**src/sv/ptsch_pkg.sv**
```systemverilog
`default_nettype none
package ptsch_pkg;

	localparam logic [31:0] MAX_SLEEP_RESET = 32'd100000;

	typedef enum logic [2:0] {
		OP_TICK     = 3'd0,
		OP_ADD      = 3'd1,
		OP_STOP     = 3'd2,
		OP_STOP_ALL = 3'd3,
		OP_PAUSE    = 3'd4,
		OP_RESUME   = 3'd5,
		OP_QUERY    = 3'd6
	} opcode_t;

	typedef enum logic [1:0] {
		EV_FIRE    = 2'd0,
		EV_END     = 2'd1,
		EV_SUMMARY = 2'd2,
		EV_QUERY   = 2'd3
	} event_kind_t;

	typedef enum logic [1:0] {
		ST_IDLE,
		ST_WALK,
		ST_SUMMARY
	} state_t;

	// single-cycle slot commands broadcast to the cell row
	typedef struct packed {
		logic add;
		logic stop;
		logic stop_all;
		logic pause;
		logic resume;
	} cmd_t;

	// per-slot marks reported by a cell
	typedef struct packed {
		logic active;
		logic pending;
		logic paused;
		logic stop_req;
	} slot_status_t;

endpackage
`default_nettype wire

```
**src/sv/ptsch_ifs.sv**
```systemverilog
`default_nettype none
interface ptsch_req_if;
	logic        valid;
	logic        ready;
	logic [2:0]  opcode;
	logic [2:0]  slot;
	logic [31:0] now_us;
	logic [31:0] period_us;
	logic        shutdown;

	modport source (output valid, opcode, slot, now_us, period_us, shutdown, input ready);
	modport sink (input valid, opcode, slot, now_us, period_us, shutdown, output ready);
endinterface

interface ptsch_evt_if;
	logic        valid;
	logic        ready;
	logic [1:0]  event_kind;
	logic [2:0]  event_slot;
	logic [31:0] deadline_us;
	logic        found;
	logic        last;

	modport source (output valid, event_kind, event_slot, deadline_us, found, last,
		input ready);
	modport sink (input valid, event_kind, event_slot, deadline_us, found, last,
		output ready);
endinterface
`default_nettype wire

```
**src/sv/periodic_timer_scheduler.sv**
```systemverilog
// Channel | Dir | Handshake         | Payload
// req     | in  | valid/ready       | opcode, slot, now_us, period_us, shutdown
// evt     | out | valid/ready       | event_kind, event_slot, deadline_us, found, last
// cfg     | in  | cfg_we, no ready  | cfg_data -> max_sleep_us
//
// Slot commands and query are handled without a walk; every request waits for a free output register.
// Tick and shutdown walk a row of NUM_TIMERS cells, one cell per cycle while no event
// waits on a full output register.
// The walk token freezes in place while a fire/end event cannot enter the output register.
// arst_n clears all slot marks, the FSM and the output valid; max_sleep_us resets to 100000.
`default_nettype none
module periodic_timer_scheduler import ptsch_pkg::*; #(
	parameter int NUM_TIMERS = 8,
	parameter int TIME_WIDTH = 32
) (
	input wire logic        clk,
	input wire logic        arst_n,
	ptsch_req_if.sink       req,
	ptsch_evt_if.source     evt,
	input wire logic        cfg_we,
	input wire logic [31:0] cfg_data
);

	localparam int TW = TIME_WIDTH;
	localparam int N  = NUM_TIMERS;

	// FSM and walk control
	state_t        state_q, state_nx;
	logic          start_q, shut_q;
	logic [TW-1:0] now_q, seed_q;
	logic [31:0]   max_sleep_q;

	// output register
	logic          out_valid_q;
	event_kind_t   kind_q;
	logic [2:0]    slot_q;
	logic [31:0]   dl_out_q;
	logic          found_q, last_q;

	logic          accept, out_free, adv, start_walk;
	logic          load_ev, load_sum, load_qry;
	opcode_t       op;
	cmd_t          cmd;
	logic [TW-1:0] now_in, period_in, seed_nx;
	logic [TW:0]   seed_raw;

	// cell row wiring; tok[0]/best[0] feed cell 0
	logic [N:0]         tok;
	logic [TW-1:0]      best [N+1];
	logic [N-1:0]       sel, ev_fire, ev_end, act, busy_v, above;
	slot_status_t [N-1:0] st;

	logic          ev_any, ev_is_end, ev_last, qry_found;
	logic [2:0]    ev_slot;

	assign accept    = req.valid && req.ready;
	assign op        = opcode_t'(req.opcode);
	assign now_in    = TW'(req.now_us);
	assign period_in = TW'(req.period_us);
	assign out_free  = !out_valid_q || evt.ready;

	// seed of the running minimum: now + max sleep, saturating
	assign seed_raw = {1'b0, now_in} + {1'b0, TW'(max_sleep_q)};
	assign seed_nx  = seed_raw[TW] ? '1 : seed_raw[TW-1:0];

	assign start_walk = accept && ((op == OP_TICK) || ((op == OP_STOP_ALL) && req.shutdown));

	always_comb begin
		cmd.add      = accept && (op == OP_ADD);
		cmd.stop     = accept && (op == OP_STOP);
		cmd.stop_all = accept && (op == OP_STOP_ALL) && !req.shutdown;
		cmd.pause    = accept && (op == OP_PAUSE);
		cmd.resume   = accept && (op == OP_RESUME);
	end

	assign tok[0]  = start_q;
	assign best[0] = seed_q;

	for (genvar i = 0; i < N; i++) begin : g_cell
		assign sel[i]    = (32'(req.slot) == 32'(i));
		assign act[i]    = st[i].active;
		assign busy_v[i] = st[i].active | st[i].pending;

		// is any slot above this one still active (finds the last shutdown end event)
		if (i == N - 1) begin : g_top
			assign above[i] = 1'b0;
		end else begin : g_mid
			assign above[i] = above[i+1] | act[i+1];
		end

		ptsch_cell #(
			.TW(TW)
		) u_cell (
			.clk     (clk),
			.arst_n  (arst_n),
			.adv     (adv),
			.tok_in  (tok[i]),
			.tok_out (tok[i+1]),
			.best_in (best[i]),
			.best_out(best[i+1]),
			.shut    (shut_q),
			.now     (now_q),
			.cmd     (cmd),
			.sel     (sel[i]),
			.period  (period_in),
			.ev_fire (ev_fire[i]),
			.ev_end  (ev_end[i]),
			.st      (st[i])
		);
	end

	// at most one cell holds the token, so the event mux is an OR
	always_comb begin
		ev_slot = '0;
		for (int i = 0; i < N; i++) begin
			if (ev_fire[i] || ev_end[i]) begin
				ev_slot = ev_slot | 3'(i);
			end
		end
	end

	assign ev_any    = |(ev_fire | ev_end);
	assign ev_is_end = |ev_end;
	assign ev_last   = shut_q && |(ev_end & ~above);
	assign qry_found = |(sel & busy_v);

	// the row moves unless an event is waiting on a full output register
	assign adv = !ev_any || out_free;

	// next state
	always_comb begin
		state_nx = state_q;
		unique case (state_q)
			ST_IDLE: begin
				if (start_walk) begin
					state_nx = ST_WALK;
				end
			end
			ST_WALK: begin
				if (tok[N]) begin
					state_nx = shut_q ? ST_IDLE : ST_SUMMARY;
				end
			end
			ST_SUMMARY: begin
				if (out_free) begin
					state_nx = ST_IDLE;
				end
			end
		endcase
	end

	// outputs of the FSM
	always_comb begin
		req.ready = 1'b0;
		load_ev   = 1'b0;
		load_sum  = 1'b0;
		load_qry  = 1'b0;
		unique case (state_q)
			ST_IDLE: begin
				req.ready = out_free;
				load_qry  = accept && (op == OP_QUERY);
			end
			ST_WALK: begin
				load_ev = ev_any && out_free;
			end
			ST_SUMMARY: begin
				load_sum = out_free;
			end
		endcase
	end

	always_ff @(posedge clk or negedge arst_n) begin
		if (!arst_n) begin
			state_q     <= ST_IDLE;
			start_q     <= 1'b0;
			out_valid_q <= 1'b0;
			max_sleep_q <= MAX_SLEEP_RESET;
		end else begin
			state_q <= state_nx;
			if (start_walk) begin
				start_q <= 1'b1;
			end else if (adv) begin
				start_q <= 1'b0;
			end
			if (load_ev || load_sum || load_qry) begin
				out_valid_q <= 1'b1;
			end else if (evt.ready) begin
				out_valid_q <= 1'b0;
			end
			if (cfg_we) begin
				max_sleep_q <= cfg_data;
			end
		end
	end

	always_ff @(posedge clk) begin
		if (start_walk) begin
			shut_q <= (op == OP_STOP_ALL);
			now_q  <= now_in;
			seed_q <= seed_nx;
		end
		if (load_ev) begin
			kind_q   <= ev_is_end ? EV_END : EV_FIRE;
			slot_q   <= ev_slot;
			dl_out_q <= '0;
			found_q  <= 1'b0;
			last_q   <= ev_last;
		end else if (load_sum) begin
			kind_q   <= EV_SUMMARY;
			slot_q   <= '0;
			dl_out_q <= 32'(best[N]);
			found_q  <= 1'b0;
			last_q   <= 1'b1;
		end else if (load_qry) begin
			kind_q   <= EV_QUERY;
			slot_q   <= req.slot;
			dl_out_q <= '0;
			found_q  <= qry_found;
			last_q   <= 1'b1;
		end
	end

	assign evt.valid       = out_valid_q;
	assign evt.event_kind  = kind_q;
	assign evt.event_slot  = slot_q;
	assign evt.deadline_us = dl_out_q;
	assign evt.found       = found_q;
	assign evt.last        = last_q;

`ifndef SYNTHESIS
	a_one_token: assert property (@(posedge clk) disable iff (!arst_n)
		$onehot0(tok))
		else $error("more than one walk token in the cell row");

	a_idle_no_token: assert property (@(posedge clk) disable iff (!arst_n)
		(state_q == ST_IDLE) |-> (tok[N:1] == '0))
		else $error("walk token left in the row while idle");

	a_event_in_walk: assert property (@(posedge clk) disable iff (!arst_n)
		ev_any |-> (state_q == ST_WALK))
		else $error("cell event outside a walk");

	a_one_event: assert property (@(posedge clk) disable iff (!arst_n)
		$onehot0(ev_fire | ev_end))
		else $error("two cells raised an event at once");

	a_summary_after_walk: assert property (@(posedge clk) disable iff (!arst_n)
		(state_q == ST_SUMMARY) |-> (tok[N:0] == '0 || $past(tok[N])))
		else $error("summary reached with the walk unfinished");
`endif

endmodule
`default_nettype wire

```
**src/sv/ptsch_cell.sv**
```systemverilog
`default_nettype none
module ptsch_cell import ptsch_pkg::*; #(
	parameter int TW = 32
) (
	input  wire logic          clk,
	input  wire logic          arst_n,
	input  wire logic          adv,
	input  wire logic          tok_in,
	output      logic          tok_out,
	input  wire logic [TW-1:0] best_in,
	output      logic [TW-1:0] best_out,
	input  wire logic          shut,
	input  wire logic [TW-1:0] now,
	input  wire cmd_t          cmd,
	input  wire logic          sel,
	input  wire logic [TW-1:0] period,
	output      logic          ev_fire,
	output      logic          ev_end,
	output      slot_status_t  st
);

	logic          active_q, pending_q, paused_q, stop_q, tok_q;
	logic [TW-1:0] dl_q, per_q, best_q;

	logic          busy, go, due, keep;
	logic [TW-1:0] dl_eff, sum1, sum2, upd, nd, best_nx;
	logic [TW:0]   raw1, raw2;

	always_comb begin
		busy   = active_q | pending_q;
		go     = tok_in & adv;
		// a pending slot is activated at this tick with its deadline at now
		dl_eff = pending_q ? now : dl_q;
		keep   = !shut && busy && !stop_q && !paused_q;
		due    = keep && (dl_eff <= now);

		raw1 = {1'b0, dl_eff} + {1'b0, per_q};
		raw2 = {1'b0, now} + {1'b0, per_q};
		sum1 = raw1[TW] ? '1 : raw1[TW-1:0];
		sum2 = raw2[TW] ? '1 : raw2[TW-1:0];
		upd  = (sum1 < now) ? sum2 : sum1;
		nd   = due ? upd : dl_eff;

		best_nx = (keep && (nd < best_in)) ? nd : best_in;

		ev_fire = tok_in && due;
		ev_end  = tok_in && (shut ? active_q : (busy && stop_q));
	end

	always_ff @(posedge clk or negedge arst_n) begin
		if (!arst_n) begin
			active_q  <= 1'b0;
			pending_q <= 1'b0;
			paused_q  <= 1'b0;
			stop_q    <= 1'b0;
			tok_q     <= 1'b0;
		end else begin
			if (adv) begin
				tok_q <= tok_in;
			end
			if (go) begin
				if (shut || (busy && stop_q)) begin
					active_q  <= 1'b0;
					pending_q <= 1'b0;
					paused_q  <= 1'b0;
					stop_q    <= 1'b0;
				end else if (busy) begin
					active_q  <= 1'b1;
					pending_q <= 1'b0;
				end
			end else if (cmd.add && sel && !busy) begin
				pending_q <= 1'b1;
				active_q  <= 1'b0;
				paused_q  <= 1'b0;
				stop_q    <= 1'b0;
			end else if (busy) begin
				if ((cmd.stop && sel) || cmd.stop_all) begin
					stop_q <= 1'b1;
				end
				if (cmd.pause && sel) begin
					paused_q <= 1'b1;
				end else if (cmd.resume && sel) begin
					paused_q <= 1'b0;
				end
			end
		end
	end

	always_ff @(posedge clk) begin
		if (go && busy && !shut) begin
			dl_q <= nd;
		end
		if (go) begin
			best_q <= best_nx;
		end
		if (cmd.add && sel && !busy) begin
			per_q <= period;
		end
	end

	assign tok_out     = tok_q;
	assign best_out    = best_q;
	assign st.active   = active_q;
	assign st.pending  = pending_q;
	assign st.paused   = paused_q;
	assign st.stop_req = stop_q;

endmodule
`default_nettype wire

```
**src/flat_wrapper.sv**
```systemverilog
// flat-port wrapper written by rule: the top's interface ports become plain ports
module periodic_timer_scheduler_flat import ptsch_pkg::*;
#(
	parameter int NUM_TIMERS = 8,
	parameter int TIME_WIDTH = 32
)
  (clk, arst_n, cfg_we, cfg_data, req_valid, req_opcode, req_slot, req_now_us, req_period_us, req_shutdown, req_ready, evt_valid, evt_event_kind, evt_event_slot, evt_deadline_us, evt_found, evt_last, evt_ready);
  ptsch_req_if req_i ();
  ptsch_evt_if evt_i ();
  input wire logic clk;
  input wire logic arst_n;
  input wire logic cfg_we;
  input wire logic [31:0] cfg_data;
  input wire logic [$bits(req_i.valid)-1:0] req_valid;
  input wire logic [$bits(req_i.opcode)-1:0] req_opcode;
  input wire logic [$bits(req_i.slot)-1:0] req_slot;
  input wire logic [$bits(req_i.now_us)-1:0] req_now_us;
  input wire logic [$bits(req_i.period_us)-1:0] req_period_us;
  input wire logic [$bits(req_i.shutdown)-1:0] req_shutdown;
  output wire logic [$bits(req_i.ready)-1:0] req_ready;
  output wire logic [$bits(evt_i.valid)-1:0] evt_valid;
  output wire logic [$bits(evt_i.event_kind)-1:0] evt_event_kind;
  output wire logic [$bits(evt_i.event_slot)-1:0] evt_event_slot;
  output wire logic [$bits(evt_i.deadline_us)-1:0] evt_deadline_us;
  output wire logic [$bits(evt_i.found)-1:0] evt_found;
  output wire logic [$bits(evt_i.last)-1:0] evt_last;
  input wire logic [$bits(evt_i.ready)-1:0] evt_ready;
  assign req_i.valid = req_valid;
  assign req_i.opcode = req_opcode;
  assign req_i.slot = req_slot;
  assign req_i.now_us = req_now_us;
  assign req_i.period_us = req_period_us;
  assign req_i.shutdown = req_shutdown;
  assign req_ready = req_i.ready;
  assign evt_valid = evt_i.valid;
  assign evt_event_kind = evt_i.event_kind;
  assign evt_event_slot = evt_i.event_slot;
  assign evt_deadline_us = evt_i.deadline_us;
  assign evt_found = evt_i.found;
  assign evt_last = evt_i.last;
  assign evt_i.ready = evt_ready;
  periodic_timer_scheduler #(.NUM_TIMERS(NUM_TIMERS), .TIME_WIDTH(TIME_WIDTH)) u_core (.clk(clk), .arst_n(arst_n), .req(req_i), .evt(evt_i), .cfg_we(cfg_we), .cfg_data(cfg_data));
endmodule
```
**config.mk**
```make
export PLATFORM = sky130hd
export DESIGN_NAME = periodic_timer_scheduler_flat
export DESIGN_NICKNAME = d
export VERILOG_FILES = /design/src/sv/ptsch_pkg.sv /design/src/sv/ptsch_ifs.sv /design/src/sv/periodic_timer_scheduler.sv /design/src/sv/ptsch_cell.sv /design/src/flat_wrapper.sv
export SDC_FILE = /design/constraint.sdc
export NUM_CORES = 2
export LEC_CHECK = 0
export ABC_AREA = 1
export BUFFER_PORTS_ARGS = -buffer_cell sky130_fd_sc_hd__buf_2
export CORE_MARGIN = 4
export CORE_UTILIZATION = 60
export CTS_CLUSTER_SIZE = 16
export DETAILED_ROUTE_END_ITERATION = 10
export PLACE_DENSITY = 0.74
export SLEW_MARGIN = 25
export SYNTH_ARGS = -nofsm -noshare
export SYNTH_HDL_FRONTEND = slang
export SYNTH_HIERARCHICAL = 1
export SYNTH_SLANG_ARGS = --single-unit
```
**constraint.sdc**
```tcl
create_clock -name clk -period 8.6 [get_ports clk]
set_input_delay 1.72 -clock clk [delete_from_list [all_inputs] [get_ports clk]]
set_output_delay 1.72 -clock clk [all_outputs]
set_load 0.02 [all_outputs]
```
==> metrics.md <==
| Metric | Value |
|---|---|
| Status | finished, final reports clean |
| IO Count | 149 |
| Hold Fails Final Rpt | 0 |
| Die span in y | 391 um |
| Worst-path clk slew | 0.07 ns |
| # H-tree levels | 3 |
| Switch share | 49.3% |
| Finish-stage setup viols | 0 |
| Crit. End Element | flip-flop |
| Syn Area/Cell | 7.57 um^2 |
| Period utilization | 97.2% |
| Fin crit period | 8.36 ns |
| Vias per cell | 6.31 |
| Worst flop-to-flop path startpoint | u_core/g_cell[1].u_cell/pending_q |
| Slew margin rel. | 27.7% |
| Max_cap viols | 0 |
| Total wire length | 351 mm |
| P per Cell Area | 278 nW/um^2 |
| Cell-internal power | 13.7 mW |
| Maximum VDD drop | 0.224 mV |
| Layout cells sized above 1 | 8.12% |
| Drt initial violations | 11465 |
| Die Footprint | 153000 um^2 |
| Arrival time at the worst endpoint | 8.86 ns |
| DR pass1 iterations | 7 |
| Crit path from | u_core/g_cell[1].u_cell/pending_q |
| DRC Markers | 0 |
| Vias in the first global route | 82210 |
| Clock skew | 0.0343 ns |
| Combinational power share | 60.7% |
| Initial Utilization | 60.4% |
| Final Max Tran Viols | 0 |
| Routed len/inst | 25.1 um |
| Non-filler cells, final | 14020 |
| Worst Setup EP | u_core/g_cell[1].u_cell/best_out[4] |
| Max Fanout on Critical Path | 32 |
| Switching power total | 13.3 mW |
| Dpl cells | 13725 |
| R2r setup slk | 0.24 ns |
| FP Rows | 140 |
| CP max stage cell | dfrtp_1 |
| Area grow syn2layout | 10.2% |
| RR Endpoint | u_core/g_cell[1].u_cell/best_out[4] |
| Max Freq | 120 MHz |
| Syn nets | 13067 |
| Total power draw | 27.1 mW |
| Vias | 88418 |
| Pre-CTS WS | -0.139 ns |
| Hold buffers post-CTS | 0 |
| Post-Synthesis Cell Area | 88200 um^2 |
| DP Area | 92700 um^2 |
| DP HPWL | 269 mm |
| Setup_tns | 0 ns |
| Clk_lat worst skew | 0.75 ns |
| Gr ovfl total | 0 |
| Data required time of the worst path | 9.10 ns |
| R2r worst-path depth | 39 |
| Nets@finish | 13378 |
| First-pass GRT wire length | 508 mm |
| Worst path max stage delay | 0.57 ns |
| Clock Path Buffers | 3 |
| WS Path Type | flip-flop to flip-flop |
| Die width | 391 um |
| Startpoint Class | flip-flop |
| Gate count of the mapped netlist | 11643 |
| Global Route Usage Sum | 44.5% |
| CTS tree | yes |
| Synthesis Warnings | 6 |
| Worst Max-Slew Pin Slew | 1.08 ns |
| TritonCTS Buffers | 111 |
| Initial antenna violation count | 37 |
| Num Clock Sinks | 948 |
| Clock share of power | 17.9% |
| Setup WS post-layout | 0.237 ns |
| Port buffer count | 148 |
| Hold Slack | 0.481 ns |
| DRT antenna net count | 0 |
| CTS root buf | clkbuf_16 |
| GPL Wtd Cong | 1.08 |
| Final instance area | 97200 um^2 |
| Core Area | 146000 um^2 |
| Seq pwr share | 21.4% |
| Largest net degree at the start of global routing | 66 |
| Final Util | 66.6% |
| LEAKAGE | 46.7 nW |
| Hold crit path type | flip-flop to flip-flop |
## registers in the layout, indices dropped and copies added (netlist names), 32 cells and up
register	flops
u_core/g_cell.u_cell/best_out	256
u_core/g_cell.u_cell/dl_q	256
u_core/g_cell.u_cell/per_q	256
u_core/evt.deadline_us	32
u_core/max_sleep_q	32
u_core/now_q	32
u_core/seed_q	32
## placed cells by master, fill, tap and decap left out, types with 25 or more instances in the layout
cell,n
inv_1,1574
dfrtp_1,70
a21o_1,32
nand2_1,2751
ha_1,1299
nor3_1,86
edfxtp_1,839
clkinv_1,27
a211oi_1,67
buf_4,260
diode_2,58
a31oi_1,45
o211ai_1,25
buf_2,147
o21bai_1,36
nand4_1,129
a21oi_2,40
xor2_1,163
dfxtp_1,33
clkbuf_16,113
o22ai_1,176
nand2_2,46
o21ai_0,698
o21ai_1,107
or2_2,50
xnor2_1,91
a21oi_1,1232
nand3_1,535
nor2_1,819
buf_12,37
## cell type report
| type | count | area (um^2) |
|---|---|---|
| repair buffers | 456 | 3610 |
| diodes | 58 | 145 |
| repair inverters | 1 | 7.51 |
| flip-flops and latches | 948 | 27800 |
| clock inverters | 73 | 713 |
| inverters | 1619 | 6120 |
| fillers | 12537 | 48700 |
| clock buffers | 131 | 2930 |
| well taps | 1917 | 2400 |
| multi-input cells | 8817 | 53500 |
## power groups by stage
stage                     sequential [mW]  combinational [mW]  clock [mW]
after floorplan                      5.85                10.4           0
after global placement               5.86                15.0           0
after detailed placement             5.86                15.5           0
after CTS                            5.77                15.6        4.87
after global routing                 5.78                17.9        5.06
final                                5.78                16.4        4.85
## worst max-delay path, delay by kind of cell (launching register included)
family / cells / cell delay [ns]
adders and majority gates: 3 / 0.94
and+or+nand+nor: 15 / 2.47
DFF: 1 / 0.57
AOI/OAI and AO/OA: 16 / 3.02
buffers and inverters: 5 / 1.08
## worst min-delay path by stage
| stage | cells after the start | startpoint | to | slack, ns |
|---|---|---|---|---|
| global route | 2 | u_core/evt.found | u_core/evt.found | 0.51 |
| finish | 2 | u_core/evt.found | u_core/evt.found | 0.48 |
| global placement | 2 | u_core/evt.found | u_core/evt.found | 0.45 |
| floorplan | 1 | u_core/max_sleep_q[17] | u_core/max_sleep_q[17] | 0.46 |
| detailed placement | 2 | u_core/evt.found | u_core/evt.found | 0.47 |
| CTS | 2 | u_core/evt.found | u_core/evt.found | 0.48 |
## routing by layer
layer | up-vias | part of all wire, % | track usage, %
met4 | 12 | 8.5 | 32.5
met3 | 1339 | 13 | 11.4
met5 | - | 0.026 | 0.351
met1 | 40502 | 37 | 56.8
li1 | 40577 | - | -
met2 | 5988 | 41 | 65.1
## what timing repair did
action                                  CTS  global route
endpoints found under the setup margin   35           246
cloned                                    0             2
buffers inserted                          3            27
pin swaps                                 1            12
gates resized for setup                   2           119
Note: power is estimated with default switching activity, not from simulation.
